--- config.mk ---
export PLATFORM = sky130hd
export DESIGN_NAME = mf3_ram
export DESIGN_NICKNAME = d
export VERILOG_FILES = /design/src/sv/mf3_ram.sv
export SDC_FILE = /design/constraint.sdc
export NUM_CORES = 2
export LEC_CHECK = 0
export CORE_MARGIN = 1
export CORE_UTILIZATION = 49
export DETAILED_ROUTE_END_ITERATION = 12
export DONT_BUFFER_PORTS = 1
export PLACE_DENSITY_LB_ADDON = 0.15
export SYNTH_ARGS = -nofsm -noshare
export SYNTH_HDL_FRONTEND = slang
export SYNTH_SLANG_ARGS = --single-unit
--- constraint.sdc ---
create_clock -name clk -period 2.2 [get_ports clk]
set_input_delay 0.22 -clock clk [delete_from_list [all_inputs] [get_ports clk]]
set_output_delay 0.22 -clock clk [all_outputs]
set_load 0.02 [all_outputs]
--- src/sv/mf3_ram.sv ---
// Generic simple dual-port RAM with registered read.
module mf3_ram #(
  parameter int WIDTH = 8,
  parameter int DEPTH = 256
) (
  input  logic                     clk,
  input  logic                     we,
  input  logic [$clog2(DEPTH)-1:0] waddr,
  input  logic [WIDTH-1:0]         wdata,
  input  logic [$clog2(DEPTH)-1:0] raddr,
  output logic [WIDTH-1:0]         rdata
);

  logic [WIDTH-1:0] mem [DEPTH];

  always_ff @(posedge clk) begin
    if (we) begin
      mem[waddr] <= wdata;
    end
    rdata <= mem[raddr];
  end

endmodule

==> run_results.csv <==
group,metric,value,unit
power,p_int,63700,µW
worst_setup_path,critPathBufInv,3,
placed_design,portBuffers,0,
finish,drive_gt1_share,29.4,%
run_status,violations,"hold timing, slew limit, setup timing",
power,p_total,79700,µW
clock_tree,clk_latency,820,ps
floorplanning,dieHeight,405,µm
worst_setup_path,worst-path-max-fanout,446,
power,p_sw_share,20.0,%
worst_hold_path,worstHoldEndpoint,"mem[82][0]",
sta,clock_skew,26.9,ps
drt,dr.pass1.iters,5,
drt,via_per_inst,5.99,
worst_hold_path,hp-start,"wdata[0]",
sta,holdWs,-498,ps
floorplanning,core-area,0.161,mm²
worst_setup_path,r2r_end,"rdata[7]",
sta,maxSlewHeadroom,-85.5,%
sta,hold_viol,1780,
logic_synthesis,netlist_instances,3733,
clock_tree,cts_tree,"done",
worst_setup_path,startpoint_type,"primary input",
grt,grt_usage,24.2,%
logic_synthesis,ys_types,55,
sta,fmax,292,MHz
power,switchingPower,16000,µW
power,p_leak,0.0292,µW
drt,drc,0,
logic_synthesis,synthArstFlopShare,0,%
sta,fin_ws,-1220,ps
sta,grt_setup_unrepaired,"yes",
power,power_density,869,mW/mm²
floorplanning,die_area,0.164,mm²
clock_tree,cts_sinks,2056,
worst_setup_path,reg2reg_depth,6,
clock_tree,cts-root-buf,"clkbuf_16",
logic_synthesis,syn_area,0.0796,mm²
logic_synthesis,syn_nets,3759,
worst_setup_path,slowest_stage,"or3b_2",
worst_setup_path,worst_setup_path_end_kind,"flip-flop",
drt,wire_per_inst,29.9,µm
power,p_clk_share,42.0,%
grt,grt_max_degree,579,
grt,globalRoute.totalOverflow,0,
drt,finalWirelength,196000,µm
worst_setup_path,crit_start,"raddr[1]",
worst_setup_path,critical_path_class,"primary input to flip-flop",
sta,final-max-slew-violation-count,605,
sta,min_period,3420,ps
drt,vias,39300,
power,seqPwrFrac,54.4,%
finish,layout-area-overhead-vs-synth,15.3,%
sta,tightest_slew,2780,ps
worst_setup_path,r2r_start,"mem[84][7]",
worst_setup_path,crit_top_cell,"buf_4",
placed_design,hpwl,110000,µm
worst_setup_path,r2r_slack,-70,ps
logic_synthesis,synthFlopType,"edfxtp_1",
logic_synthesis,yosysWarnings,0,
logic_synthesis,syn_avg_cell_area,21.3,µm²
drt,detail-route-antenna-nets,0,
grt,grt_pass1_vias,39600,
finish,final_nets,4258,
worst_setup_path,crit_chain,"or3b_2 -> buf_4 -> o22ai_1 -> o21ai_0 -> buf_4 -> nand3_1 -> nor4_1 -> buf_4 -> nor4_2",
run_status,status,"finished, violations left",
clock_tree,cts_inserted_buffers,205,
clock_tree,postCtsSetupBuffers,0,
sta,period_share,156,%
floorplanning,fp-row-count,147,
job,max_cap_viol_count,0,
power,vdd_ir_drop_max,0.985,mV
sta,final-setup-viol-count,8,
clock_tree,h-tree-depth,4,
placed_design,gp_congestion,0.786,
logic_synthesis,yosysSeqAreaShare,77.5,%
worst_setup_path,cp.arrival,4160,ps
floorplanning,start_util,49.4,%
drt,first_iter_violations,4645,
worst_setup_path,crit_family,"simple AND/OR/NAND/NOR gates",
clock_tree,cts.path.max_buffers,3,
logic_synthesis,synth-edff-count,2048,
floorplanning,fp.dieW,405,µm
worst_setup_path,critPathRequiredTime,2930,ps
grt,grt_pass1_wl,283000,µm
worst_setup_path,max_stage_delay,1270,ps
clock_tree,clk_pin_slew_worst_paths,60,ps
floorplanning,ioPinCount,34,
power,power_frac_comb,3.6,%
logic_synthesis,synth-seq-cells,2056,
clock_tree,postCtsHoldBufs,22,
worst_hold_path,holdPathStages,0,
worst_hold_path,hold_class,"primary input to flip-flop",
grt,antenna_found_initial,5,
kinds of logic (layout without fill, tap and decap cells):
group                  Yosys count  count (layout)  share of synthesized area (%)
and+or+nand+nor                466             466                           2.63
DFF                           2056            2056                           77.5
AOI/OAI and AO/OA              385             385                           3.42
muxes                          591             591                           14.6
buffers and inverters          235             904                           1.83
other                            0               1                              0
final cells by class:
| type | instances | area, µm² |
|---|---|---|
| Antenna cell | 1 | 2.50 |
| Clock buffer | 255 | 5450 |
| Clock inverter | 122 | 967 |
| Fill cell | 12000 | 69200 |
| Inverter | 2 | 7.51 |
| Multi-Input combinational cell | 1442 | 16800 |
| Sequential cell | 2056 | 61700 |
| Tap cell | 2160 | 2700 |
| Timing Repair Buffer | 525 | 4180 |
layout by cell type, fill, tap and decap left out, drive strengths merged, types with 2 or more instances in the layout:
master	count
nand2b	8
a31oi	2
and3b	2
a311oi	2
dfxtp	8
o22a	5
nand3b	2
a22oi	133
a2111oi	5
clkinv	103
nor2	282
nand3	34
nor4	27
dlygate4sd3	22
inv	7
o32ai	5
o22ai	28
clkinvlp	2
a21oi	96
nand2	33
o221ai	47
nand4	10
mux4	456
a22o	8
clkbuf	255
and2	6
or2	4
nor3	22
nor2b	31
o21ai	12
o211ai	10
a211oi	16
mux2i	134
bufinv	12
edfxtp	2048
a221oi	14
buf	503
power by group through the flow:
stage	logic [µW]	registers [µW]	clock network, µW
after global placement	2610	44100	0
final	2880	43300	33500
after floorplan	2100	44100	0
after global routing	2890	43300	35500
after detailed placement	2610	44100	0
after CTS	2730	43300	34000
registers in the layout, summed over array words and instances (netlist names):
register and flops:
mem 2048, rdata 8
per-stage QoR:
stage                     instance area (µm²)  utilization, %  instances  setup slack, ps  TNS (ps)
after floorplan                         79600               -       3733             42.1         0
after global placement                  84900            52.7       6163             -939     -5130
after detailed placement                84900            52.7       6163             -914     -4510
after CTS                               91700            57.0       6562            -99.5      -198
after global routing                    91700            57.0       6563            -82.9      -336
final                                   91700            57.0       6563            -1220     -8540
worst max path at each step:
stage	end	depth (start not counted)
final	rdata[7]	9
after global routing	rdata[7]	6
after CTS	rdata[7]	6
after detailed placement	rdata[4]	5
after global placement	rdata[4]	6
after floorplan	rdata[2]	9
worst register-to-register path, stage by stage, from the launching register on:
cell and delay (ps):
edfxtp_1 370, mux4_2 500, mux4_2 580, nor2b_4 190, nor4_4 220, buf_4 220
nor4_2 50
per-layer routing:
metal	track usage, %	part of all wire, %	up-vias
met1	35.3	42	20900
li1	-	-	16700
met4	5.66	2.0	2
met5	0	0.0036	-
met3	4.50	7.6	245
met2	38.1	48	1486
synthesized netlist by cell type, drive strengths merged, types with 6 or more instances:
library cell | count | area share [%]
dfxtp | 8 | 0.20
o221ai | 47 | 0.53
nand3 | 34 | 0.21
a221oi | 14 | 0.16
mux2i | 134 | 1.7
nor4 | 27 | 0.24
clkbuf | 111 | 0.52
a211oi | 16 | 0.15
nor2 | 282 | 1.3
edfxtp | 2048 | 77
and2 | 6 | 0.047
nand2 | 33 | 0.16
mux4 | 456 | 13
a22oi | 133 | 1.3
o211ai | 10 | 0.094
o22ai | 28 | 0.22
o21ai | 12 | 0.075
nand4 | 10 | 0.079
nand2b | 8 | 0.063
nor2b | 31 | 0.24
buf | 122 | 1.3
a21oi | 96 | 0.60
a22o | 8 | 0.088
nor3 | 22 | 0.14
timing repair:
action	in CTS	in global routing
endpoints found under the setup margin	8	8
pin swaps	8	4
gates resized for setup	28	14
endpoints found under the hold margin	2380	2048
Power figures use the tool's default switching activity.
