## config.mk

```make
export PLATFORM = sky130hd
export DESIGN_NAME = mf3_window
export DESIGN_NICKNAME = d
export VERILOG_FILES = /design/src/sv/mf3_pkg.sv /design/src/sv/mf3_window.sv
export SDC_FILE = /design/constraint.sdc
export NUM_CORES = 2
export LEC_CHECK = 0
export BUFFER_PORTS_ARGS = -buffer_cell sky130_fd_sc_hd__buf_4
export CAP_MARGIN = 20
export CELL_PAD_IN_SITES_DETAIL_PLACEMENT = 1
export CELL_PAD_IN_SITES_GLOBAL_PLACEMENT = 2
export CORE_ASPECT_RATIO = 0.9
export CORE_MARGIN = 1
export CORE_UTILIZATION = 37
export CTS_CLUSTER_SIZE = 28
export DETAILED_ROUTE_END_ITERATION = 16
export HOLD_SLACK_MARGIN = 0.15
export PLACE_DENSITY = 0.93
export SYNTH_ARGS = -nofsm -noshare
export SYNTH_HDL_FRONTEND = slang
export SYNTH_SLANG_ARGS = --single-unit
```

## constraint.sdc

```tcl
create_clock -name clk -period 37.8 [get_ports clk]
set_input_delay 7.56 -clock clk [delete_from_list [all_inputs] [get_ports clk]]
set_output_delay 7.56 -clock clk [all_outputs]
set_load 0.02 [all_outputs]
```

## src/sv/mf3_pkg.sv

```systemverilog
// Shared constants, types and median functions for the 3x3 RGB median filter.
package mf3_pkg;

  localparam int MAX_WIDTH  = 1024;
  localparam int MAX_HEIGHT = 1024;
  localparam int MIN_DIM    = 3;

  localparam int DIM_W   = 11;
  localparam int IDX_W   = 1;
  localparam int COL_W   = $clog2(MAX_WIDTH);
  localparam int CNT_W   = $clog2(MAX_WIDTH * MAX_HEIGHT);
  localparam int FRAME_W = CNT_W + 1;
  localparam int STEP_W  = $clog2(CNT_W);

  localparam int PEND_MAX = 4 * MAX_WIDTH;
  localparam int PEND_W   = $clog2(PEND_MAX + 1);

  localparam int CH_W  = 8;
  localparam int PIX_W = 3 * CH_W;

  localparam int FIFO_DEPTH = 4;
  localparam int FIFO_PTR_W = $clog2(FIFO_DEPTH);
  localparam int FIFO_CNT_W = $clog2(FIFO_DEPTH + 1);

  localparam logic OP_PIXEL = 1'b0;
  localparam logic OP_FLUSH = 1'b1;

  localparam logic [IDX_W-1:0] REG_IMAGE_WIDTH  = 1'b0;
  localparam logic [IDX_W-1:0] REG_IMAGE_HEIGHT = 1'b1;

  localparam logic [DIM_W-1:0] RESET_WIDTH  = DIM_W'(640);
  localparam logic [DIM_W-1:0] RESET_HEIGHT = DIM_W'(480);

  typedef logic [8:0][PIX_W-1:0] win_t;

  typedef struct packed {
    logic             valid;
    logic             flush;
    logic             emit;
    logic             border;
    logic             use_mid;
    logic             eof;
    logic             fwd;
    logic [COL_W-1:0] col;
    logic [PIX_W-1:0] px;
  } stage_t;

  typedef struct packed {
    logic            eof;
    logic [CH_W-1:0] blue;
    logic [CH_W-1:0] green;
    logic [CH_W-1:0] red;
  } res_t;

  function automatic logic [CH_W-1:0] min2(input logic [CH_W-1:0] a, input logic [CH_W-1:0] b);
    return (a < b) ? a : b;
  endfunction

  function automatic logic [CH_W-1:0] max2(input logic [CH_W-1:0] a, input logic [CH_W-1:0] b);
    return (a < b) ? b : a;
  endfunction

  function automatic logic [CH_W-1:0] min3(input logic [CH_W-1:0] a, input logic [CH_W-1:0] b,
                                           input logic [CH_W-1:0] c);
    return min2(min2(a, b), c);
  endfunction

  function automatic logic [CH_W-1:0] max3(input logic [CH_W-1:0] a, input logic [CH_W-1:0] b,
                                           input logic [CH_W-1:0] c);
    return max2(max2(a, b), c);
  endfunction

  function automatic logic [CH_W-1:0] med3(input logic [CH_W-1:0] a, input logic [CH_W-1:0] b,
                                           input logic [CH_W-1:0] c);
    return max2(min2(a, b), min2(max2(a, b), c));
  endfunction

  // Median of nine: max of row minima, median of row medians, min of row maxima.
  function automatic logic [CH_W-1:0] median9(input logic [8:0][CH_W-1:0] v);
    logic [CH_W-1:0] lo_max;
    logic [CH_W-1:0] mid_med;
    logic [CH_W-1:0] hi_min;
    lo_max  = max3(min3(v[0], v[1], v[2]), min3(v[3], v[4], v[5]), min3(v[6], v[7], v[8]));
    mid_med = med3(med3(v[0], v[1], v[2]), med3(v[3], v[4], v[5]), med3(v[6], v[7], v[8]));
    hi_min  = min3(max3(v[0], v[1], v[2]), max3(v[3], v[4], v[5]), max3(v[6], v[7], v[8]));
    return med3(lo_max, mid_med, hi_min);
  endfunction

  function automatic logic [PIX_W-1:0] median_pix(input win_t w);
    logic [8:0][CH_W-1:0] r;
    logic [8:0][CH_W-1:0] g;
    logic [8:0][CH_W-1:0] b;
    for (int i = 0; i < 9; i++) begin
      r[i] = w[i][CH_W-1:0];
      g[i] = w[i][2*CH_W-1:CH_W];
      b[i] = w[i][PIX_W-1:2*CH_W];
    end
    return {median9(b), median9(g), median9(r)};
  endfunction

endpackage

```

## src/sv/mf3_window.sv

```systemverilog
// 3x3 window, line store write-back and median / pass-through result select.
module mf3_window (
  input  logic                       clk,
  input  logic                       rst,
  input  mf3_pkg::stage_t            stage,
  input  logic [mf3_pkg::PIX_W-1:0]  upper_rd,
  input  logic [mf3_pkg::PIX_W-1:0]  middle_rd,
  output logic                       wr_en,
  output logic [mf3_pkg::COL_W-1:0]  wr_addr,
  output logic [mf3_pkg::PIX_W-1:0]  upper_wr,
  output logic [mf3_pkg::PIX_W-1:0]  middle_wr,
  output logic                       res_valid,
  output mf3_pkg::res_t              res
);
  import mf3_pkg::*;

  win_t             window;
  win_t             win_next;
  logic [PIX_W-1:0] fwd_upper;
  logic [PIX_W-1:0] fwd_middle;
  logic [PIX_W-1:0] up_eff;
  logic [PIX_W-1:0] mid_eff;
  logic [PIX_W-1:0] med;
  logic [PIX_W-1:0] pick;

  always_comb begin
    up_eff  = stage.fwd ? fwd_upper  : upper_rd;
    mid_eff = stage.fwd ? fwd_middle : middle_rd;

    // Shift left; the newest column enters on the right.
    win_next[0] = window[1];
    win_next[1] = window[2];
    win_next[2] = up_eff;
    win_next[3] = window[4];
    win_next[4] = window[5];
    win_next[5] = mid_eff;
    win_next[6] = window[7];
    win_next[7] = window[8];
    win_next[8] = stage.px;

    med = median_pix(win_next);

    if (stage.flush) begin
      pick = stage.use_mid ? mid_eff : up_eff;
    end else begin
      pick = stage.border ? win_next[4] : med;
    end

    wr_en     = stage.valid && !stage.flush;
    wr_addr   = stage.col;
    upper_wr  = mid_eff;
    middle_wr = stage.px;

    res_valid = stage.valid && stage.emit;
    res.eof   = stage.eof;
    res.red   = pick[CH_W-1:0];
    res.green = pick[2*CH_W-1:CH_W];
    res.blue  = pick[PIX_W-1:2*CH_W];
  end

  always_ff @(posedge clk) begin
    if (rst) begin
      window <= '0;
    end else if (wr_en) begin
      window <= win_next;
    end
  end

  // Hold what the line stores just took, for a read of the same column next cycle.
  always_ff @(posedge clk) begin
    if (wr_en) begin
      fwd_upper  <= mid_eff;
      fwd_middle <= stage.px;
    end
  end

endmodule

```

==> impl_metrics.ini <==
[sta]
max_slew_margin_pct = 20.2
clock_skew_ns = 0.0171
setup_tns_ns = 0
fmax_mhz = 28.9
period_minus_slack_ns = 34.58
setup_violations = 0
finalMaxSlewViolations = 0
hold_viol_final = 0
finalCritPeriodShare_pct = 91.5
max_slew.worst_pin.slew_ns = 1.19
rsz0062_at_grt = no

[critical_path]
rrSetupSlack_ns = 36.00
crit_type = in -> out
worst_ep_required_time_ns = 30.24
worstPathArrival_ns = 27.02
worstPathMaxFanout = 29
cp-start-kind = input pin
r2r_end = fwd_upper[9]$_DFFE_PP_
critPathTopFamily = compound AO/OA/AOI/OAI gates
reg2reg_depth = 2
timing.rr.start = fwd_middle[9]$_DFFE_PP_
critPathBufInv = 6
cp_slowest_stage_delay_ns = 0.80
slowest_stage = o21ai_1
timing.critical_path.mode_cell = ha_1
worst_setup_path_end_kind = primary output

[floorplan]
start_util_pct = 37.3
num_rows = 97
die_w_um = 297
die-area_sq_mm = 0.0796
ioPinCount = 176
core_area_sq_mm = 0.0778
fp.dieH_um = 268

[finish]
num_antenna_cells = 0
nets = 4454
final_common_cell = nand2_1
area_growth_pct = 8.32
final_cell_mix = 462 x nand2_1, 456 x a21oi_1, 438 x ha_1
drive_gt1_share_pct = 10.5

[drt]
viasPerCell = 5.84
drt_wl_total_mm = 108
vias = 29100
postRouteAntennaNets = 0
drcViolationCount = 0
drt_first_pass_iters = 5
drt_iter0_drc = 1929
wl_per_cell_um = 21.6

[clocking]
path_clk_slew_ns = 0.08
postCtsSetupRepairBufs = 0
cts_buffers = 17
cts.htree.levels = 4
cts_sinks = 192
cts_hold_buf = 0
cts_buffer_depth = 2
cts_tree = built
root_buffer = clkbuf_16
postCtsResizedCells = 0
worstSkewPairLatency_ns = 0.52

[synthesis]
synth_edf_count = 48
postSynthCellCount = 3903
synth-async-reset-ratio_pct = 0
ys_seq_area_share_pct = 14.9
synth_ff_type = dfxtp_1
synth_area_sq_mm = 0.0291
synth.distinct_cells = 115
ys_ff_latch = 192
ys_warn_count = 0
syn_area_per_cell_sq_um = 7.44
syn-num-nets = 4432

[global_route]
antenna_found_initial = 4
track_usage_pct = 26.4
overflow = 0
grt_pass1_vias = 28700
grt_max_degree = 92
grt_pass1_wl_mm = 166

[placement]
gp_congestion = 0.963
place_hpwl_mm = 87.6
io_buffers = 153

[min_path]
hold_class = reg -> reg
min_to = win_next[165]$_SDFFE_PP0P_
worst_hold_path.num_cells = 2
min_from = win_next[189]$_SDFFE_PP0P_

[run]
cap_violations = 0

[status]
outcome = complete, no violations
registers in the layout, indices dropped and copies added, names as in the netlist:
signal	flops
fwd_middle	24
win_next	144
fwd_upper	24
area by class of cell:
cell class	instances	area, sq um
fill	9712	46300
multi-input combinational	3121	22200
sequential	192	4320
timing repair buffer	217	1630
inverter	376	1420
tap	1039	1300
clock buffer	18	429
clock inverter	14	134
logic make-up (layout without fill, tap and decap cells):
group | Yosys count | in the layout | share of synthesized area (%)
AND/OR/NAND/NOR | 1091 | 1091 | 16.6
AO/OA/AOI/OAI | 1191 | 1191 | 26.7
buffers and inverters | 590 | 625 | 8.66
multiplexers | 390 | 390 | 13.9
XOR/XNOR | 6 | 6 | 0.181
flip-flops | 192 | 192 | 14.9
adder cells (fa/ha/maj) | 443 | 443 | 19.0
synthesized netlist by cell type, types with 9 or more instances:
cell type  instances  area, sq um
a21oi_1          456         2280
mux2i_1          299         2990
edfxtp_1          48         1440
or2_2             10         62.6
a21boi_0           9         67.6
a21o_1           103          773
and2_1            15         93.8
or3_1             15         93.8
nor2b_1           27          169
buf_4             64          480
o21ai_0          211         1060
mux2_2            81          912
buf_2             21          105
a31oi_1           15         93.8
and4_1            10         87.6
inv_1            373         1400
o221ai_1          10         87.6
nor3_1            41          205
o21ai_1           15         75.1
nand4_1           41          257
nor2_1           334         1250
nand2b_1          37          231
dfxtp_1          144         2880
nand3_1           45          225
and3_1            15         93.8
nand2_1          462         1730
a211o_1           20          175
o22ai_1           10         62.6
o21a_1            52          390
clkbuf_1         112          420
o211ai_1          23          173
a211oi_1         101          758
ha_1             438         5480
buf_1             13         48.8
o31ai_1           15          113
layer usage:
metal | routed length [um] | track usage (%) | vias up
met2 | 47100 | 42.1 | 707
met4 | 2220 | 6.55 | 8
met1 | 51800 | 36.7 | 14200
met3 | 6460 | 4.58 | 110
li1 | - | - | 14100
met5 | 45 | 0 | -
per-stage QoR:
stage	utilization (%)	area (sq um)	worst slack [ns]	hold slack, ns	cells
finish	40.5	31500	3.22	0.473	4977
global placement	39.7	30900	4.11	0.456	4939
detailed placement	39.7	30900	3.59	0.464	4939
CTS	40.4	31400	3.50	0.478	4971
floorplan	-	29100	6.27	0.445	3903
global route	40.5	31500	1.61	0.489	4977
tightest hold or removal path, cell delays in order (launching register included):
cell and delay, ns:
dfxtp_1 0.33, nand2_1 0.06, a21oi_1 0.05
how the worst max path moves through the flow:
stage	cells past startpoint	end	startpoint	slack (ns)
finish	73	res[16]	stage[34]	3.22
global route	73	res[16]	stage[34]	1.61
CTS	73	res[16]	stage[34]	3.50
detailed placement	73	res[16]	stage[34]	3.59
global placement	68	res[16]	stage[34]	4.11
floorplan	81	res[18]	stage[34]	6.27
Power is not shown: default switching activity piles up to over one toggle a cycle in this logic, so the estimate is an artifact.
