File: config.mk
export PLATFORM = sky130hd
export DESIGN_NAME = mf3_ctrl
export DESIGN_NICKNAME = d
export VERILOG_FILES = /design/src/sv/mf3_pkg.sv /design/src/sv/mf3_ctrl.sv
export SDC_FILE = /design/constraint.sdc
export NUM_CORES = 1
export LEC_CHECK = 0
export BUFFER_PORTS_ARGS = -buffer_cell sky130_fd_sc_hd__buf_2
export CAP_MARGIN = 15
export CELL_PAD_IN_SITES_DETAIL_PLACEMENT = 0
export CELL_PAD_IN_SITES_GLOBAL_PLACEMENT = 2
export CORE_MARGIN = 2
export CORE_UTILIZATION = 41
export CTS_CLUSTER_DIAMETER = 80
export DETAILED_ROUTE_END_ITERATION = 8
export GPL_ROUTABILITY_DRIVEN = 0
export MAX_ROUTING_LAYER = met4
export PLACE_DENSITY = 0.86
export REMOVE_ABC_BUFFERS = 1
export SYNTH_ARGS = -nofsm -noshare
export SYNTH_HDL_FRONTEND = slang
export SYNTH_SLANG_ARGS = --single-unit
File: constraint.sdc
create_clock -name clk -period 9.7 [get_ports clk]
set_input_delay 0.485 -clock clk [delete_from_list [all_inputs] [get_ports clk]]
set_output_delay 0.485 -clock clk [all_outputs]
set_load 0.1 [all_outputs]
File: src/sv/mf3_pkg.sv
// Shared constants, types and median functions for the 3x3 RGB median filter.
package mf3_pkg;

  localparam int MAX_WIDTH  = 1024;
  localparam int MAX_HEIGHT = 1024;
  localparam int MIN_DIM    = 3;

  localparam int DIM_W   = 11;
  localparam int IDX_W   = 1;
  localparam int COL_W   = $clog2(MAX_WIDTH);
  localparam int CNT_W   = $clog2(MAX_WIDTH * MAX_HEIGHT);
  localparam int FRAME_W = CNT_W + 1;
  localparam int STEP_W  = $clog2(CNT_W);

  localparam int PEND_MAX = 4 * MAX_WIDTH;
  localparam int PEND_W   = $clog2(PEND_MAX + 1);

  localparam int CH_W  = 8;
  localparam int PIX_W = 3 * CH_W;

  localparam int FIFO_DEPTH = 4;
  localparam int FIFO_PTR_W = $clog2(FIFO_DEPTH);
  localparam int FIFO_CNT_W = $clog2(FIFO_DEPTH + 1);

  localparam logic OP_PIXEL = 1'b0;
  localparam logic OP_FLUSH = 1'b1;

  localparam logic [IDX_W-1:0] REG_IMAGE_WIDTH  = 1'b0;
  localparam logic [IDX_W-1:0] REG_IMAGE_HEIGHT = 1'b1;

  localparam logic [DIM_W-1:0] RESET_WIDTH  = DIM_W'(640);
  localparam logic [DIM_W-1:0] RESET_HEIGHT = DIM_W'(480);

  typedef logic [8:0][PIX_W-1:0] win_t;

  typedef struct packed {
    logic             valid;
    logic             flush;
    logic             emit;
    logic             border;
    logic             use_mid;
    logic             eof;
    logic             fwd;
    logic [COL_W-1:0] col;
    logic [PIX_W-1:0] px;
  } stage_t;

  typedef struct packed {
    logic            eof;
    logic [CH_W-1:0] blue;
    logic [CH_W-1:0] green;
    logic [CH_W-1:0] red;
  } res_t;

  function automatic logic [CH_W-1:0] min2(input logic [CH_W-1:0] a, input logic [CH_W-1:0] b);
    return (a < b) ? a : b;
  endfunction

  function automatic logic [CH_W-1:0] max2(input logic [CH_W-1:0] a, input logic [CH_W-1:0] b);
    return (a < b) ? b : a;
  endfunction

  function automatic logic [CH_W-1:0] min3(input logic [CH_W-1:0] a, input logic [CH_W-1:0] b,
                                           input logic [CH_W-1:0] c);
    return min2(min2(a, b), c);
  endfunction

  function automatic logic [CH_W-1:0] max3(input logic [CH_W-1:0] a, input logic [CH_W-1:0] b,
                                           input logic [CH_W-1:0] c);
    return max2(max2(a, b), c);
  endfunction

  function automatic logic [CH_W-1:0] med3(input logic [CH_W-1:0] a, input logic [CH_W-1:0] b,
                                           input logic [CH_W-1:0] c);
    return max2(min2(a, b), min2(max2(a, b), c));
  endfunction

  // Median of nine: max of row minima, median of row medians, min of row maxima.
  function automatic logic [CH_W-1:0] median9(input logic [8:0][CH_W-1:0] v);
    logic [CH_W-1:0] lo_max;
    logic [CH_W-1:0] mid_med;
    logic [CH_W-1:0] hi_min;
    lo_max  = max3(min3(v[0], v[1], v[2]), min3(v[3], v[4], v[5]), min3(v[6], v[7], v[8]));
    mid_med = med3(med3(v[0], v[1], v[2]), med3(v[3], v[4], v[5]), med3(v[6], v[7], v[8]));
    hi_min  = min3(max3(v[0], v[1], v[2]), max3(v[3], v[4], v[5]), max3(v[6], v[7], v[8]));
    return med3(lo_max, mid_med, hi_min);
  endfunction

  function automatic logic [PIX_W-1:0] median_pix(input win_t w);
    logic [8:0][CH_W-1:0] r;
    logic [8:0][CH_W-1:0] g;
    logic [8:0][CH_W-1:0] b;
    for (int i = 0; i < 9; i++) begin
      r[i] = w[i][CH_W-1:0];
      g[i] = w[i][2*CH_W-1:CH_W];
      b[i] = w[i][PIX_W-1:2*CH_W];
    end
    return {median9(b), median9(g), median9(r)};
  endfunction

endpackage

File: src/sv/mf3_ctrl.sv
// Register file, position counters, column remainder unit and per-word decisions.
module mf3_ctrl (
  input  logic                            clk,
  input  logic                            rst,
  input  logic                            cfg_we,
  input  logic [mf3_pkg::IDX_W-1:0]       cfg_index,
  input  logic [mf3_pkg::DIM_W-1:0]       cfg_data,
  input  logic                            in_valid,
  output logic                            in_ready,
  input  logic                            op,
  input  logic [mf3_pkg::CH_W-1:0]        in_red,
  input  logic [mf3_pkg::CH_W-1:0]        in_green,
  input  logic [mf3_pkg::CH_W-1:0]        in_blue,
  input  logic [mf3_pkg::FIFO_CNT_W-1:0]  fifo_count,
  output mf3_pkg::stage_t                 stage,
  output logic [mf3_pkg::COL_W-1:0]       rd_addr
);
  import mf3_pkg::*;

  logic [DIM_W-1:0]   image_width;
  logic [DIM_W-1:0]   image_height;
  logic [DIM_W-1:0]   width_c;
  logic [DIM_W-1:0]   height_c;
  logic [DIM_W-1:0]   width_r;
  logic [DIM_W-1:0]   height_r;
  logic [FRAME_W-1:0] frame_size;
  logic [FRAME_W-1:0] last_row_start;

  logic               busy;
  logic [STEP_W-1:0]  div_step;
  logic [COL_W-1:0]   div_rem;
  logic [CNT_W-1:0]   div_dvd;
  logic [DIM_W-1:0]   div_sh;
  logic [DIM_W-1:0]   div_sub;
  logic [COL_W-1:0]   div_rem_next;

  logic [COL_W-1:0]   input_column;
  logic [PEND_W-1:0]  pending;
  logic [CNT_W-1:0]   out_count;
  logic [COL_W-1:0]   out_col;

  logic               acc;
  logic               is_flush;
  logic [DIM_W-1:0]   col_inc;
  logic [DIM_W-1:0]   ocol_inc;
  logic [PEND_W-1:0]  pend_inc;
  logic [FRAME_W-1:0] oc_ext;
  logic [FRAME_W-1:0] oc_inc;
  logic               is_eof;
  logic               emit_c;
  logic               border_c;
  logic               fwd_c;
  stage_t             stage_next;

  // Clamp the programmed sizes to the supported range.
  always_comb begin
    width_c = image_width;
    if (image_width < DIM_W'(MIN_DIM)) begin
      width_c = DIM_W'(MIN_DIM);
    end else if (image_width > DIM_W'(MAX_WIDTH)) begin
      width_c = DIM_W'(MAX_WIDTH);
    end
    height_c = image_height;
    if (image_height < DIM_W'(MIN_DIM)) begin
      height_c = DIM_W'(MIN_DIM);
    end else if (image_height > DIM_W'(MAX_HEIGHT)) begin
      height_c = DIM_W'(MAX_HEIGHT);
    end
  end

  // One restoring step: bring down the next bit of the output index.
  always_comb begin
    div_sh       = DIM_W'({div_rem, div_dvd[CNT_W-1]});
    div_sub      = div_sh - width_c;
    div_rem_next = (div_sh >= width_c) ? div_sub[COL_W-1:0] : div_sh[COL_W-1:0];
  end

  always_comb begin
    in_ready = !busy && (fifo_count + FIFO_CNT_W'(stage.emit) < FIFO_CNT_W'(FIFO_DEPTH));

    acc      = in_valid && in_ready;
    is_flush = (op == OP_FLUSH);
    col_inc  = DIM_W'(input_column) + 1'b1;
    ocol_inc = DIM_W'(out_col) + 1'b1;
    pend_inc = (pending == PEND_W'(PEND_MAX)) ? pending : pending + 1'b1;
    oc_ext   = FRAME_W'(out_count);
    oc_inc   = oc_ext + 1'b1;
    is_eof   = (oc_inc >= frame_size);

    if (is_flush) begin
      emit_c = (pending != '0) &&
               ((oc_ext >= frame_size) || (oc_ext + FRAME_W'(pending) >= frame_size));
    end else begin
      emit_c = (pend_inc >= PEND_W'(width_r) + PEND_W'(2));
    end

    border_c = (oc_ext < FRAME_W'(width_r)) || (oc_ext >= last_row_start) ||
               (out_col == '0) || (ocol_inc >= width_r);

    rd_addr = is_flush ? out_col : input_column;
    // The word now in stage writes the line stores this cycle: forward it.
    fwd_c   = stage.valid && !stage.flush && (stage.col == rd_addr);

    stage_next         = '0;
    stage_next.valid   = acc;
    stage_next.flush   = is_flush;
    stage_next.emit    = acc && emit_c;
    stage_next.border  = border_c;
    stage_next.use_mid = (pending <= PEND_W'(width_r));
    stage_next.eof     = is_eof;
    stage_next.fwd     = acc && fwd_c;
    stage_next.col     = input_column;
    stage_next.px      = {in_blue, in_green, in_red};
  end

  always_ff @(posedge clk) begin
    if (rst) begin
      image_width  <= RESET_WIDTH;
      image_height <= RESET_HEIGHT;
    end else if (cfg_we) begin
      case (cfg_index)
        REG_IMAGE_WIDTH:  image_width  <= cfg_data;
        REG_IMAGE_HEIGHT: image_height <= cfg_data;
        default: ;
      endcase
    end
  end

  // Frame products are registered in turn and settle well inside the remainder run.
  always_ff @(posedge clk) begin
    width_r        <= width_c;
    height_r       <= height_c;
    frame_size     <= FRAME_W'(width_r) * FRAME_W'(height_r);
    last_row_start <= frame_size - FRAME_W'(width_r);
  end

  always_ff @(posedge clk) begin
    if (rst) begin
      busy     <= 1'b1;
      div_step <= '0;
      div_rem  <= '0;
      div_dvd  <= '0;
    end else if (cfg_we) begin
      busy     <= 1'b1;
      div_step <= '0;
      div_rem  <= '0;
      div_dvd  <= out_count;
    end else if (busy) begin
      div_step <= div_step + 1'b1;
      div_rem  <= div_rem_next;
      div_dvd  <= div_dvd << 1;
      if (div_step == STEP_W'(CNT_W - 1)) begin
        busy <= 1'b0;
      end
    end
  end

  always_ff @(posedge clk) begin
    if (rst) begin
      input_column <= '0;
      pending      <= '0;
      out_count    <= '0;
      out_col      <= '0;
    end else begin
      if (busy && !cfg_we && div_step == STEP_W'(CNT_W - 1)) begin
        out_col <= div_rem_next;
      end
      if (acc) begin
        if (!is_flush) begin
          input_column <= (col_inc >= width_r) ? '0 : col_inc[COL_W-1:0];
          pending      <= emit_c ? pend_inc - 1'b1 : pend_inc;
        end else if (emit_c) begin
          pending <= pending - 1'b1;
        end
        if (emit_c) begin
          out_count <= is_eof ? '0 : oc_inc[CNT_W-1:0];
          out_col   <= (is_eof || ocol_inc >= width_r) ? '0 : ocol_inc[COL_W-1:0];
        end
      end
    end
  end

  always_ff @(posedge clk) begin
    if (rst) begin
      stage <= '0;
    end else begin
      stage <= stage_next;
    end
  end

endmodule

==> flow_summary.ini <==
[drt]
vias_per_cell = 5.20
ant_nets = 0
vias = 14600
drc = 0
drtIter0Drc = 789
wire_per_inst_um = 17.2
routed_wl_um = 48300
dr.pass1.iters = 5

[placement]
dp_hpwl_um = 37100
pre_cts_slack_ps = 3700
portBuffers = 95
placed_cell_area_mm2 = 0.0187
dp.cells = 2755

[floorplanning]
die_h_um = 212
initial_core_util_pct = 41.4
rows = 76
dieArea_mm2 = 0.0451
pin_count = 96
die_x_um = 212
core_area_mm2 = 0.0430

[critical_path]
cp_data_required_time_ps = 10150
start_kind = register
cp_max_fo = 17
cp_num_buf_inv = 4
arrival_ps = 6480
crit_path_top_delay_cell = or3_1
cp_top_family = compound AO/OA/AOI/OAI gates
crit_type = reg2reg
critPathCaptureType = register
slowest_delay_ps = 630
path_cells = ha_1 -> inv_1 -> fa_1 -> nor2b_1 -> o21ai_0 -> a21boi_0 -> o21ai_0 -> a211oi_1 -> o31a_1 -> nand4_1 -> nor2_1 -> xor2_1 -> ha_1 -> nand4_1 -> inv_1 -> a211oi_1 -> o2111ai_1 -> a311oi_1 -> buf_4 -> or3_1 -> nor2_1 -> buf_4 -> and3_1 -> a22o_1

[timing]
rsz0062_at_grt = no
fin_crit_ps = 6040
worst_pin_slew_ps = 1140
hold_violations = 0
fmaxAchievable_mhz = 166
holdWs_ps = 139
fin_worst_skew_ps = 10.8
finalCritPeriodShare_pct = 62.2
drv_slew = 0
timing.final.ws_setup_ps = 3660
finalSetupTns_ps = 0
finalSetupViolCount = 0
relSlewSlack_pct = 23.5

[synth]
ys_warn_count = 0
syn_area_per_cell_um2 = 8.23
synth_enable_flop_cells = 0
synth_seq_area_share_pct = 24.3
postSynthCellCount = 2163
ys_seq_elements = 216
yosysUniqueCellTypes = 76
ys.flop_type = dfxtp_1
synthArstFlopShare_pct = 0
synthesis.area_mm2 = 0.0178

[final_layout]
stdcell_count = 2806
area_delta_synth_final_pct = 10.4
fin_area_mm2 = 0.0197
final_nets = 2565
final_core_util_pct = 45.7
diodes = 0
fill_cells = 4332
drive_above_1_share_pct = 8.60

[grt]
grt_use_total_pct = 22.3
grt_pass1_wl_um = 77900
use_met3_pct = 2.25
gr-usage-met1_pct = 30.0
grt_overflow = 0
grt_pass1_vias = 14400
busiest_layer = met2
grt_max_degree = 57
grt_use_met2_pct = 36.5
grt_antenna_before_repair = 1

[clock_network]
cts_tree = done
cts.sinks = 216
ctsLongestPathBuffers = 3
clkLatencyLatePin_ps = 560
htreeDepth = 1
root_buffer = clkbuf_16
cts_post_setup_buffers_inserted = 0
cts_resized = 0
holdBufCountCts = 0
clk_pin_slew_ps = 60
numCtsBuffers = 28

[power]
leakagePower_nw = 9.29
max-vdd-ir-drop_mv = 0.112
p_per_area_mw_per_mm2 = 148
power_mw = 2.91

[min_path]
hp-class = in2reg

[outcome]
run_status = finished clean

[run]
cap_violations = 0
## metal layers
metal / vias up / part of all wire, %
met3: 63 / 3.2
li1: 7389 / -
met5: - / 0
met2: 251 / 46
met4: 0 / 2.0
met1: 6892 / 48
## registers in the layout, summed over array words and instances, names as in the netlist
name / count
div_rem: 10
pending: 13
div_dvd: 20
div_step: 5
out_count: 20
last_row_start: 21
image_width: 11
stage: 41
image_height: 11
frame_size: 21
out_col: 10
busy: 1
height_r: 11
width_r: 11
input_column: 10
## report_power, final
part,internal [mW],switching (mW)
clock network,0.666,0.411
logic,0.308,0.481
registers,0.973,0.0682
## path summary, 6_finish.rpt
kind	end	slack, ps	startpoint	cells past startpoint
max	out_col[3]$_SDFF_PP0_	3660	out_count[0]$_SDFFE_PP0P_	24
min	stage[15]$_SDFF_PP0_	140	in_green[7]	2
max reg2reg	out_col[3]$_SDFF_PP0_	3660	out_count[0]$_SDFFE_PP0P_	24
min reg2reg	width_r[10]$_DFF_P_	410	image_width[10]$_SDFFE_PP0P_	0
## cell type report
type	instances	area (µm²)	share of cell area, %
multi-input cells	1631	12300	62.4
flip-flops and latches	216	4330	22.0
inverters	219	822	4.18
clock buffers	38	820	4.17
well taps	585	732	3.72
repair buffers	105	553	2.81
clock inverters	12	141	0.719
## logic make-up after synthesis
group | Yosys count | share of synthesized area (%)
and+or+nand+nor | 781 | 21.5
AOI/OAI and AO/OA | 356 | 12.5
adders and majority gates | 320 | 25.9
buffers and inverters | 316 | 6.88
DFF | 216 | 24.3
xor gates and xnor gates | 135 | 6.64
muxes | 39 | 2.28
## layout by cell type (no fill, tap or decap), drive strengths merged, types with 20 or more instances in the layout
cell type and instances:
ha 238, nand2b 20, and2 57, a21o 29, clkbuf 38, xnor2 91
nor2 170, dfxtp 216, inv 218, a21oi 125, nor3 41, buf 105
nand4 22, nand2 246, xor2 44, mux2i 27, fa 82, nand3 61
o21ai 77, nor2b 70, a211oi 23
## worst register-to-register path, delay by kind of cell (launching register included)
family / cells / cell delay (ps)
buffers and inverters: 4 / 610
XOR/XNOR: 1 / 200
flip-flops: 1 / 510
adder cells (fa/ha/maj): 3 / 920
AND/OR/NAND/NOR: 7 / 1640
AO/OA/AOI/OAI: 9 / 2070
## synth_stat cells (all sizes together), types with 12 or more instances
master  instances  area (µm²)
nand4          22         138
and2           57         357
nor2b          70         438
nor4           18         119
and3           18         113
xor2           44         385
nand3          61         330
or3            14        87.6
or2            13        81.3
ha            238        2980
nor3           41         205
fa             82        1640
a211oi         23         173
mux2           12         135
o21ai          77         385
nand2b         20         125
o21a           12        90.1
nor2          170         641
dfxtp         216        4320
buf            18         106
nand2         246         926
mux2i          27         270
a21o           29         218
a21oi         125         626
inv           218         818
clkbuf         79         297
xnor2          91         797
(Power assumes the default switching activity.)
