<file path="src/sv/mf3_pkg.sv">
// Shared constants, types and median functions for the 3x3 RGB median filter.
package mf3_pkg;

  localparam int MAX_WIDTH  = 1024;
  localparam int MAX_HEIGHT = 1024;
  localparam int MIN_DIM    = 3;

  localparam int DIM_W   = 11;
  localparam int IDX_W   = 1;
  localparam int COL_W   = $clog2(MAX_WIDTH);
  localparam int CNT_W   = $clog2(MAX_WIDTH * MAX_HEIGHT);
  localparam int FRAME_W = CNT_W + 1;
  localparam int STEP_W  = $clog2(CNT_W);

  localparam int PEND_MAX = 4 * MAX_WIDTH;
  localparam int PEND_W   = $clog2(PEND_MAX + 1);

  localparam int CH_W  = 8;
  localparam int PIX_W = 3 * CH_W;

  localparam int FIFO_DEPTH = 4;
  localparam int FIFO_PTR_W = $clog2(FIFO_DEPTH);
  localparam int FIFO_CNT_W = $clog2(FIFO_DEPTH + 1);

  localparam logic OP_PIXEL = 1'b0;
  localparam logic OP_FLUSH = 1'b1;

  localparam logic [IDX_W-1:0] REG_IMAGE_WIDTH  = 1'b0;
  localparam logic [IDX_W-1:0] REG_IMAGE_HEIGHT = 1'b1;

  localparam logic [DIM_W-1:0] RESET_WIDTH  = DIM_W'(640);
  localparam logic [DIM_W-1:0] RESET_HEIGHT = DIM_W'(480);

  typedef logic [8:0][PIX_W-1:0] win_t;

  typedef struct packed {
    logic             valid;
    logic             flush;
    logic             emit;
    logic             border;
    logic             use_mid;
    logic             eof;
    logic             fwd;
    logic [COL_W-1:0] col;
    logic [PIX_W-1:0] px;
  } stage_t;

  typedef struct packed {
    logic            eof;
    logic [CH_W-1:0] blue;
    logic [CH_W-1:0] green;
    logic [CH_W-1:0] red;
  } res_t;

  function automatic logic [CH_W-1:0] min2(input logic [CH_W-1:0] a, input logic [CH_W-1:0] b);
    return (a < b) ? a : b;
  endfunction

  function automatic logic [CH_W-1:0] max2(input logic [CH_W-1:0] a, input logic [CH_W-1:0] b);
    return (a < b) ? b : a;
  endfunction

  function automatic logic [CH_W-1:0] min3(input logic [CH_W-1:0] a, input logic [CH_W-1:0] b,
                                           input logic [CH_W-1:0] c);
    return min2(min2(a, b), c);
  endfunction

  function automatic logic [CH_W-1:0] max3(input logic [CH_W-1:0] a, input logic [CH_W-1:0] b,
                                           input logic [CH_W-1:0] c);
    return max2(max2(a, b), c);
  endfunction

  function automatic logic [CH_W-1:0] med3(input logic [CH_W-1:0] a, input logic [CH_W-1:0] b,
                                           input logic [CH_W-1:0] c);
    return max2(min2(a, b), min2(max2(a, b), c));
  endfunction

  // Median of nine: max of row minima, median of row medians, min of row maxima.
  function automatic logic [CH_W-1:0] median9(input logic [8:0][CH_W-1:0] v);
    logic [CH_W-1:0] lo_max;
    logic [CH_W-1:0] mid_med;
    logic [CH_W-1:0] hi_min;
    lo_max  = max3(min3(v[0], v[1], v[2]), min3(v[3], v[4], v[5]), min3(v[6], v[7], v[8]));
    mid_med = med3(med3(v[0], v[1], v[2]), med3(v[3], v[4], v[5]), med3(v[6], v[7], v[8]));
    hi_min  = min3(max3(v[0], v[1], v[2]), max3(v[3], v[4], v[5]), max3(v[6], v[7], v[8]));
    return med3(lo_max, mid_med, hi_min);
  endfunction

  function automatic logic [PIX_W-1:0] median_pix(input win_t w);
    logic [8:0][CH_W-1:0] r;
    logic [8:0][CH_W-1:0] g;
    logic [8:0][CH_W-1:0] b;
    for (int i = 0; i < 9; i++) begin
      r[i] = w[i][CH_W-1:0];
      g[i] = w[i][2*CH_W-1:CH_W];
      b[i] = w[i][PIX_W-1:2*CH_W];
    end
    return {median9(b), median9(g), median9(r)};
  endfunction

endpackage

</file>
<file path="src/sv/mf3_out_fifo.sv">
// Small result queue between the filter stage and the output channel.
module mf3_out_fifo (
  input  logic                            clk,
  input  logic                            rst,
  input  logic                            push,
  input  mf3_pkg::res_t                   push_data,
  output logic                            pop_valid,
  input  logic                            pop_ready,
  output mf3_pkg::res_t                   pop_data,
  output logic [mf3_pkg::FIFO_CNT_W-1:0]  count
);
  import mf3_pkg::*;

  res_t                  slots [FIFO_DEPTH];
  logic [FIFO_PTR_W-1:0] wr_ptr;
  logic [FIFO_PTR_W-1:0] rd_ptr;
  logic                  pop;

  always_comb begin
    pop_valid = (count != '0);
    pop_data  = slots[rd_ptr];
    pop       = pop_valid && pop_ready;
  end

  always_ff @(posedge clk) begin
    if (push) begin
      slots[wr_ptr] <= push_data;
    end
  end

  always_ff @(posedge clk) begin
    if (rst) begin
      wr_ptr <= '0;
      rd_ptr <= '0;
      count  <= '0;
    end else begin
      if (push) begin
        wr_ptr <= wr_ptr + 1'b1;
      end
      if (pop) begin
        rd_ptr <= rd_ptr + 1'b1;
      end
      case ({push, pop})
        2'b10:   count <= count + 1'b1;
        2'b01:   count <= count - 1'b1;
        default: count <= count;
      endcase
    end
  end

endmodule

</file>
<file path="config.mk">
export PLATFORM = sky130hd
export DESIGN_NAME = mf3_out_fifo
export DESIGN_NICKNAME = d
export VERILOG_FILES = /design/src/sv/mf3_pkg.sv /design/src/sv/mf3_out_fifo.sv
export SDC_FILE = /design/constraint.sdc
export NUM_CORES = 1
export LEC_CHECK = 0
export ABC_CLOCK_PERIOD_IN_PS = 3400
export BUFFER_PORTS_ARGS = -buffer_cell sky130_fd_sc_hd__buf_2
export CAP_MARGIN = 25
export CORE_ASPECT_RATIO = 1.1
export CORE_MARGIN = 2
export CORE_UTILIZATION = 60
export CTS_BUF_LIST = sky130_fd_sc_hd__clkbuf_2
export DETAILED_ROUTE_END_ITERATION = 12
export MAX_ROUTING_LAYER = met4
export PLACE_DENSITY = 0.94
export SETUP_SLACK_MARGIN = 0.3
export SYNTH_ARGS = -nofsm -noshare
export SYNTH_HDL_FRONTEND = slang
export SYNTH_SLANG_ARGS = --single-unit
</file>
<file path="constraint.sdc">
create_clock -name clk -period 3.4 [get_ports clk]
set_input_delay 0.17 -clock clk [delete_from_list [all_inputs] [get_ports clk]]
set_output_delay 0.17 -clock clk [all_outputs]
set_load 0.01 [all_outputs]
</file>
==> impl_metrics.tcl, run 1 <==
set metrics [dict create \
    status "complete, no violations" \
    ios 58 \
    crit_fanout 25 \
    tightest_slew_ns 0.884 \
    clk_pin_slew_ns 0.25 \
    synth_warnings 0 \
    die_h_um 90.6 \
    drv_cap 0 \
    die_area_um2 7500 \
    multi_input_area_um2 818 \
    power_frac_comb_pct 20.5 \
    min_period_ns 2.50 \
    fillers 407 \
    drtPass1Iterations 4 \
    grt_pass1_wl_mm 10.5 \
    leakage_nw 1.70 \
    hpwl_mm 3.99 \
    clockPowerShare_pct 19.8 \
    reg2reg_depth 7 \
    final.period_utilization_pct 73.5 \
    finalHoldViolCount 0 \
    cts_max_level 3 \
    nets 306 \
    yosys-top-cells-count "edfxtp_1, mux4_2, dfxtp_1, nor2_1, inv_1" \
    vias 1956 \
    hold_slack_ns 0.0618 \
    wirelength_mm 6.64 \
    ys_seq_area_share_pct 77.8 \
    clock_path_buffers 2 \
    setup.worst_path.start_class "register" \
    yosys.area.top_type "edfxtp_1" \
    first_global_vias 2139 \
    peakVddDrop_mv 0.498 \
    sequentialPowerShare_pct 59.7 \
    syn2layout_area_growth_pct 18.2 \
    n_antenna_cell 0 \
    setup_viol 0 \
    fp-row-count 31 \
    ys_ff_latch 109 \
    endpoint_kind "output pin" \
    cts_made_buffers 9 \
    syn_area_um2 4090 \
    required_ns 3.23 \
    cts_sinks 109 \
    syn_area_per_cell_um2 23.0 \
    clock.fmax_mhz 400 \
    arrival_ns 2.33 \
    switching_share_pct 26.6 \
    rr_startpoint "count[0]" \
    place_congestion 0.645 \
    die_w_um 82.8 \
    fin_worst_skew_ns 0.0176 \
    vias_per_cell 5.46 \
    port_buffers 57 \
    postCtsResizedCells 0 \
    power_density_nw_per_um2 575 \
    grt_usage_pct 20.3 \
    grt_overflow 0 \
    drc 0 \
    mappedNetlistNets 213 \
    reg2reg_to "count[2]" \
    drive_above_1_share_pct 35.1 \
    holdPathStages 4 \
    antenna_found_initial 0 \
    finalPower_mw 2.78 \
    insertion_delay_ns 0.54 \
    cts_tree "yes" \
    ant_nets 0 \
    synth_ff_type "edfxtp_1" \
    worstHoldStart "pop_ready" \
    synthCells 178 \
    initialDrtViolationCount 60 \
    p_switching_mw 0.739 \
    cts_setup_buffers 0 \
    synth_edf_count 100 \
    core_area_um2 6590 \
    grt_setup_unrepaired "false" \
    initial_utilization_pct 62.1 \
    ff_latch_area_um2 3180 \
    yosysUniqueCellTypes 22 \
    r2r_slack_ns 1.45 \
    synth_most_common_cell "edfxtp_1" \
    p_int_mw 2.04 \
    slew_headroom_pct 41.1 \
    min_path_type "in -> reg" \
    maxSlewViolCount 0 \
    grt_max_degree 26 \
    worst-setup-path-type "reg -> out" \
    ys_async_sr_fraction_pct 0 \
    ys_top_cells_by_area "edfxtp_1, mux4_2, dfxtp_1" \
    routedWlPerCell_um 18.5 \
    synth_top_area_share_pct 73.3 \
    clockRootBuffer "clkbuf_2" \
    finalSetupTns_ns 0 \
]
-- registers in the layout (all words and copies together), names as in the netlist, named ones only --
register and flops:
count 3, rd_ptr 2, slots 100, wr_ptr 2
-- power by group through the flow --
stage | clock, mW | combinational (mW) | sequential (mW)
final | 0.551 | 0.570 | 1.66
after global routing | 0.618 | 0.626 | 1.68
after CTS | 0.566 | 0.575 | 1.66
after detailed placement | 0 | 0.549 | 1.69
after global placement | 0 | 0.525 | 1.69
after floorplan | 0 | 0.458 | 1.62
-- area by class of cell --
cell class	count	share of cell area, %
Sequential cell	109	65.8
Multi-Input combinational cell	56	16.9
Timing Repair Buffer	89	12.4
Tap cell	82	2.12
Clock inverter	7	1.34
Clock buffer	9	0.931
Inverter	6	0.465
-- placed cells by master, fill, tap and decap left out, drive strengths merged, types with 3 or more instances in the layout --
cell | netlist | routed
clkinv | 0 | 5
mux4 | 25 | 25
dfxtp | 9 | 9
dlygate4sd3 | 0 | 27
inv | 6 | 7
ha | 5 | 5
nor2 | 8 | 8
xor2 | 3 | 3
buf | 5 | 62
edfxtp | 100 | 100
clkbuf | 2 | 9
and2 | 4 | 4
-- kinds of logic after synthesis --
| logic type | Yosys count | share of synthesized area (%) |
|---|---|---|
| AO/OA/AOI/OAI | 5 | 0.795 |
| XOR/XNOR | 5 | 1.07 |
| adder cells (fa/ha/maj) | 6 | 2.02 |
| buffers and inverters | 13 | 2.26 |
| flip-flops | 109 | 77.8 |
| multiplexers | 26 | 14.5 |
| AND/OR/NAND/NOR | 14 | 1.65 |
-- worst max-delay path, cell delays in order (launching register included) --
cell and delay, ns:
dfxtp_2 0.97, mux4_1 0.66, buf_2 0.16
-- how the worst max path moves through the flow --
stage | depth (start not counted) | endpoint | slack, ns
global placement | 2 | pop_data[19] | 1.51
detailed placement | 2 | pop_data[22] | 1.46
CTS | 2 | pop_data[22] | 0.80
finish | 2 | pop_data[22] | 0.90
floorplan | 7 | count[2] | 1.56
global route | 2 | pop_data[22] | 0.71
-- per-stage QoR --
step           worst slack [ns]  utilization, %  instance area, um2  instances
2_1_floorplan              1.56               -                4090        178
3_3_place_gp               1.51            67.4                4440        314
3_5_place_dp               1.46            67.6                4460        315
4_1_cts                   0.798            73.4                4840        358
5_1_grt                   0.706            73.4                4840        358
6_report                  0.900            73.4                4840        358
-- routing by layer --
metal  up-vias  track usage (%)  part of all wire [%]
met5         -                -                     0
li1        907                -                     -
met2        61             32.9                    52
met4         0             8.47                   1.6
met1       977             24.8                    42
met3        11             3.90                   4.7
-- repair_timing --
action | CTS | global route
setup endpoints to repair | 0 | 0
endpoints found under the hold margin | 109 | 0
hold buffers | 27 | 0
Note: power is estimated with default switching activity, not from simulation.
==> run 2: changes to the inputs <==
- ABC_CLOCK_PERIOD_IN_PS: 3400 -> 2000
- CORE_UTILIZATION: 60 -> 53
- PLACE_DENSITY: 0.94 -> 0.89
- clock period: 3.4 -> 2 ns (I/O delays scaled with it)
==> run 2 against run 1 <==
Compared with the run above:
- the flow now finishes with violations (negative setup slack)
- clock power up 55%
- combinational power grew to 2.9 times the previous value
- setup slack got worse by 0.91 ns
- hold slack better by 0.20 ns
- sequential share of layout area decreased by 4.3 points
- sequential power grew 64%
- total power up 87%
- first-iteration DRC count grew 53%
- utilization shrank 3.8 points
- via count increased by 4.1%
- critical path type unchanged
- critical endpoint is now pop_data[9]
- highest routed layer unchanged
==> impl_metrics.tcl, run 2 (synthesis gave the netlist of run 1 again) <==
set metrics [dict create \
    slowest_delay_ns 0.51 \
    largest_reg_flops 100 \
    arrival_ns 1.91 \
    clockPowerShare_pct 16.4 \
    min_period_ns 2.01 \
    grt_overflow 0 \
    die_w_um 87.8 \
    violations "negative setup slack" \
    sequentialPowerShare_pct 52.3 \
    power_frac_comb_pct 31.3 \
    cts_sinks 109 \
    layout_common_cells "edfxtp_1, buf_2, dlygate4sd3_1" \
    core_area_um2 7470 \
    pre_cts_ws_ns 0.210 \
    routedWlPerCell_um 17.5 \
    switching_share_pct 27.4 \
    clock.fmax_mhz 498 \
    dpl.cell_count 342 \
    clk_pin_slew_ns 0.29 \
    peakVddDrop_mv 0.801 \
    p_int_mw 3.78 \
    finalHoldViolCount 0 \
    rr_startpoint "count[2]" \
    final_cell_area_um2 5200 \
    grt_max_degree 26 \
    dpl-instance-area_um2 4550 \
    reg.largest.list "slots x100, count x3" \
    antenna_found_initial 0 \
    setup.worst_path.start_class "register" \
    drive_above_1_share_pct 43.3 \
    p_switching_mw 1.42 \
    regMostFlops "slots" \
    clock_path_buffers 2 \
    holdPathStages 2 \
    fin_worst_skew_ns 0.0255 \
    tightest_slew_ns 0.413 \
    grt_setup_unrepaired "true" \
    hold_slack_ns 0.259 \
    cts_tree "yes" \
    hpwl_mm 4.02 \
    crit_chain "buf_12 > buf_16 > mux4_2 > buf_6" \
    vias_per_cell 5.12 \
    n_antenna_cell 0 \
    die_area_um2 8440 \
    cts_made_buffers 9 \
    drc 0 \
    worstHoldStart "push_data[23]" \
    cp_slowest_cell "mux4_2" \
    grt_usage_pct 18.3 \
    status "finished, violations left" \
    worst-setup-path-type "reg -> out" \
    clockRootBuffer "clkbuf_2" \
    die_h_um 96.2 \
    power_density_nw_per_um2 1000 \
    endpoint_kind "output pin" \
    vias 2036 \
    initialDrtViolationCount 92 \
    min_path_type "in -> reg" \
    insertion_delay_ns 0.55 \
    ant_nets 0 \
    setup_viol 4 \
    place_congestion 0.763 \
    crit_fanout 6 \
    cts_max_level 3 \
    leakage_nw 1.83 \
    grt_pass1_wl_mm 10.6 \
    stdcell_count 398 \
    required_ns 1.90 \
    maxSlewViolCount 0 \
    drv_cap 0 \
    wirelength_mm 6.96 \
    initial_utilization_pct 54.8 \
    nets 323 \
    first_global_vias 2044 \
    finalSetupTns_ns -0.0194 \
    reg2reg_depth 7 \
    ios 58 \
    final_common_cell "edfxtp_1" \
    drtPass1Iterations 4 \
    final.period_utilization_pct 100 \
    port_buffers 57 \
    slew_headroom_pct 72.1 \
    fp-row-count 33 \
    layout_setup_ws_ns -0.00852 \
    syn2layout_area_growth_pct 27.0 \
]
-- run 2: cell types whose count changed in the layout (fill, tap and decap cells not counted), moves of 2 or more --
cell	delta
buf_12	+3
buf_16	+2
buf_2	-21
buf_4	+9
buf_6	+24
clkinv_4	+2
dfxtp_1	-3
dfxtp_4	+4
mux4_1	-5
mux4_2	+5
-- run 2: worst paths after layout --
| kind | to | slack, ns |
|---|---|---|
| hold reg to reg | wr_ptr[1] | 0.59 |
| hold / removal | slots[0][23] | 0.26 |
| setup / recovery | pop_data[9] | -0.009 |
| setup reg to reg | count[2] | 0.22 |
-- run 2: stage by stage --
step,util (%),power [mW]
4_1_cts,68.5,5.10
5_1_grt,69.6,5.44
3_5_place_dp,60.9,3.88
3_3_place_gp,60.9,3.85
2_1_floorplan,-,3.55
6_report,69.6,5.20
-- run 2: worst max-delay path, delay by kind of cell, from the launching register on --
family | cells | cell delay (ns)
muxes | 1 | 0.51
DFF | 1 | 0.44
buffers and inverters | 3 | 0.40
-- run 2: what timing repair did --
action                                  4_1_cts  5_1_grt
pin swaps                                     3        3
gates cloned                                  2        0
endpoints found under the setup margin       27       36
buffers inserted                              7        3
gates resized for setup                      21       14
hold buffers                                 28        0
endpoints found under the hold margin       109        0
-- run 2: power by group through the flow --
stage          sequential [mW]  clock, mW  combinational [mW]
6_report                  2.72      0.855                1.63
2_1_floorplan             2.76          0               0.785
3_5_place_dp              2.78          0                1.10
5_1_grt                   2.73      0.969                1.74
4_1_cts                   2.71      0.876                1.51
3_3_place_gp              2.77          0                1.08
-- run 2: layout make-up --
type	instances	area [um2]
Tap cell	105	131
Inverter	6	22.5
Multi-Input combinational cell	56	808
Clock buffer	9	45.0
Sequential cell	109	3200
Fill cell	472	2270
Timing Repair Buffer	106	943
Clock inverter	7	51.3
-- run 2: layer usage --
layer	GRT usage, %	part of all wire [%]
met3	3.34	3.3
met1	22.8	42
met2	30.1	53
met5	-	0
met4	7.31	1.7
==> run 3: changes to the inputs <==
- MAX_ROUTING_LAYER: met4 -> default
==> run 3 against run 2 <==
Compared with the run above:
- the run still ends with negative setup slack left
- sequential share of layout area unchanged
- largest cell class unchanged
- utilization stayed put
- hold slack lost 0.014 ns
- cell count stayed put
- wire length decreased by 0.10%
- global-route usage decreased by 0.53 points
- sequential power is essentially flat
==> impl_metrics.tcl, run 3 (synthesis gave the netlist of run 1 again) <==
set metrics [dict create \
    peakVddDrop_mv 0.799 \
    cts_made_buffers 9 \
    grt_pass1_wl_mm 10.6 \
    min_period_ns 2.02 \
    clock.fmax_mhz 495 \
    reg2reg_depth 7 \
    antenna_found_initial 0 \
    fp-row-count 33 \
    stdcell_count 398 \
    wirelength_mm 6.95 \
    r2r_slack_ns 0.22 \
    violations "negative setup slack" \
    hpwl_mm 4.02 \
    grt_max_degree 26 \
    core_area_um2 7470 \
    initial_utilization_pct 54.8 \
    place_congestion 0.753 \
    cts_tree "yes" \
    initialDrtViolationCount 88 \
    ant_nets 0 \
    syn2layout_area_growth_pct 27.0 \
    dpl-instance-area_um2 4550 \
    sequentialPowerShare_pct 52.2 \
    reg2reg_to "count[2]" \
    crit_path_end "pop_data[9]" \
    grt_overflow 0 \
    final.period_utilization_pct 101 \
    arrival_ns 1.92 \
    switching_share_pct 27.4 \
    rr_startpoint "count[2]" \
    p_int_mw 3.78 \
    cts_sinks 109 \
    first_global_vias 2044 \
    setup.worst_path.start_class "register" \
    die_area_um2 8440 \
    maxSlewViolCount 0 \
    power_density_nw_per_um2 1000 \
    layout_common_cells "edfxtp_1, buf_2, dlygate4sd3_1" \
    finalPower_mw 5.20 \
    largest_reg_flops 100 \
    p_switching_mw 1.43 \
    crit_fanout 6 \
    power_frac_comb_pct 31.3 \
    final_common_cell "edfxtp_1" \
    slew_headroom_pct 71.9 \
    required_ns 1.90 \
    vias_per_cell 5.07 \
    clock_path_buffers 2 \
    die_w_um 87.8 \
    insertion_delay_ns 0.57 \
    final_cell_area_um2 5200 \
    tightest_slew_ns 0.416 \
    n_antenna_cell 0 \
    routedWlPerCell_um 17.5 \
    vias 2017 \
    worst-setup-path-type "reg -> out" \
    port_buffers 57 \
    grt_setup_unrepaired "true" \
    layout_setup_ws_ns -0.0216 \
    cts_max_level 3 \
    fillers 472 \
    clk_pin_slew_ns 0.29 \
    status "finished, violations left" \
    reg.largest.list "slots x100, count x3" \
    drtPass1Iterations 5 \
    ios 58 \
    drc 0 \
    nets 323 \
    fin_worst_skew_ns 0.0249 \
    setup_viol 9 \
    clockRootBuffer "clkbuf_2" \
    grt_usage_pct 17.8 \
    regMostFlops "slots" \
    die_h_um 96.2 \
    endpoint_kind "output pin" \
    min_path_type "in -> reg" \
    drv_cap 0 \
    leakage_nw 1.83 \
    finalHoldViolCount 0 \
    drive_above_1_share_pct 43.3 \
    dpl.cell_count 342 \
    clockPowerShare_pct 16.5 \
]
-- run 3: cell counts in the layout (fill, tap and decap cells not counted) --
No cell type changed its count.
-- run 3: power by group through the flow --
stage,clock network [mW],registers (mW),logic [mW]
3_5_place_dp,0,2.78,1.10
3_3_place_gp,0,2.77,1.08
4_1_cts,0.876,2.71,1.51
2_1_floorplan,0,2.76,0.785
6_report,0.858,2.72,1.63
5_1_grt,0.969,2.73,1.74
-- run 3: final cells by class --
type / count / area [um2] / area share [%]
clock inverters: 7 / 51.3 / 0.987
flip-flops and latches: 109 / 3200 / 61.5
repair buffers: 106 / 943 / 18.1
multi-input cells: 56 / 808 / 15.5
clock buffers: 9 / 45.0 / 0.866
inverters: 6 / 22.5 / 0.433
well taps: 105 / 131 / 2.53
-- run 3: metrics by stage --
| stage | util, % | setup TNS, ns | worst slack (ns) | hold WS, ns |
|---|---|---|---|---|
| 3_5_place_dp | 60.9 | 0 | 0.210 | 0.316 |
| 4_1_cts | 68.5 | -0.534 | -0.0612 | 0.226 |
| 3_3_place_gp | 60.9 | 0 | 0.290 | 0.311 |
| 5_1_grt | 69.6 | -1.57 | -0.112 | 0.214 |
| 6_report | 69.6 | -0.103 | -0.0216 | 0.246 |
| 2_1_floorplan | - | 0 | 0.299 | 0.199 |
-- run 3: worst min-delay path by stage --
stage	start	endpoint	slack, ns	cells after the start
5_1_grt	push_data[12]	slots[2][12]	0.21	2
4_1_cts	push_data[7]	slots[1][7]	0.23	2
3_5_place_dp	push_data[9]	slots[2][9]	0.32	1
2_1_floorplan	push_data[0]	slots[0][0]	0.20	0
3_3_place_gp	push_data[6]	slots[2][6]	0.31	1
6_report	push_data[23]	slots[0][23]	0.25	2
-- run 3: critical path, cell delays in order (launching register included) --
cell	delay (ns)
dfxtp_4	0.44
buf_12	0.13
buf_16	0.13
mux4_2	0.51
buf_6	0.14
-- run 3: per-layer routing --
metal	vias up	routed length, um	track usage [%]	share of wire, %
met5	-	0	0	0
li1	945	-	-	-
met3	11	228	3.26	3.3
met4	0	114	7.31	1.6
met1	1015	2920	22.9	42
met2	46	3690	30.1	53
-- run 3: what timing repair did --
item	in CTS	in global routing
gates resized for setup	21	14
endpoints found under the hold margin	109	0
hold buffers	28	0
setup buffers	7	3
gates cloned	2	0
setup endpoints to repair	27	36
pin swaps	3	3
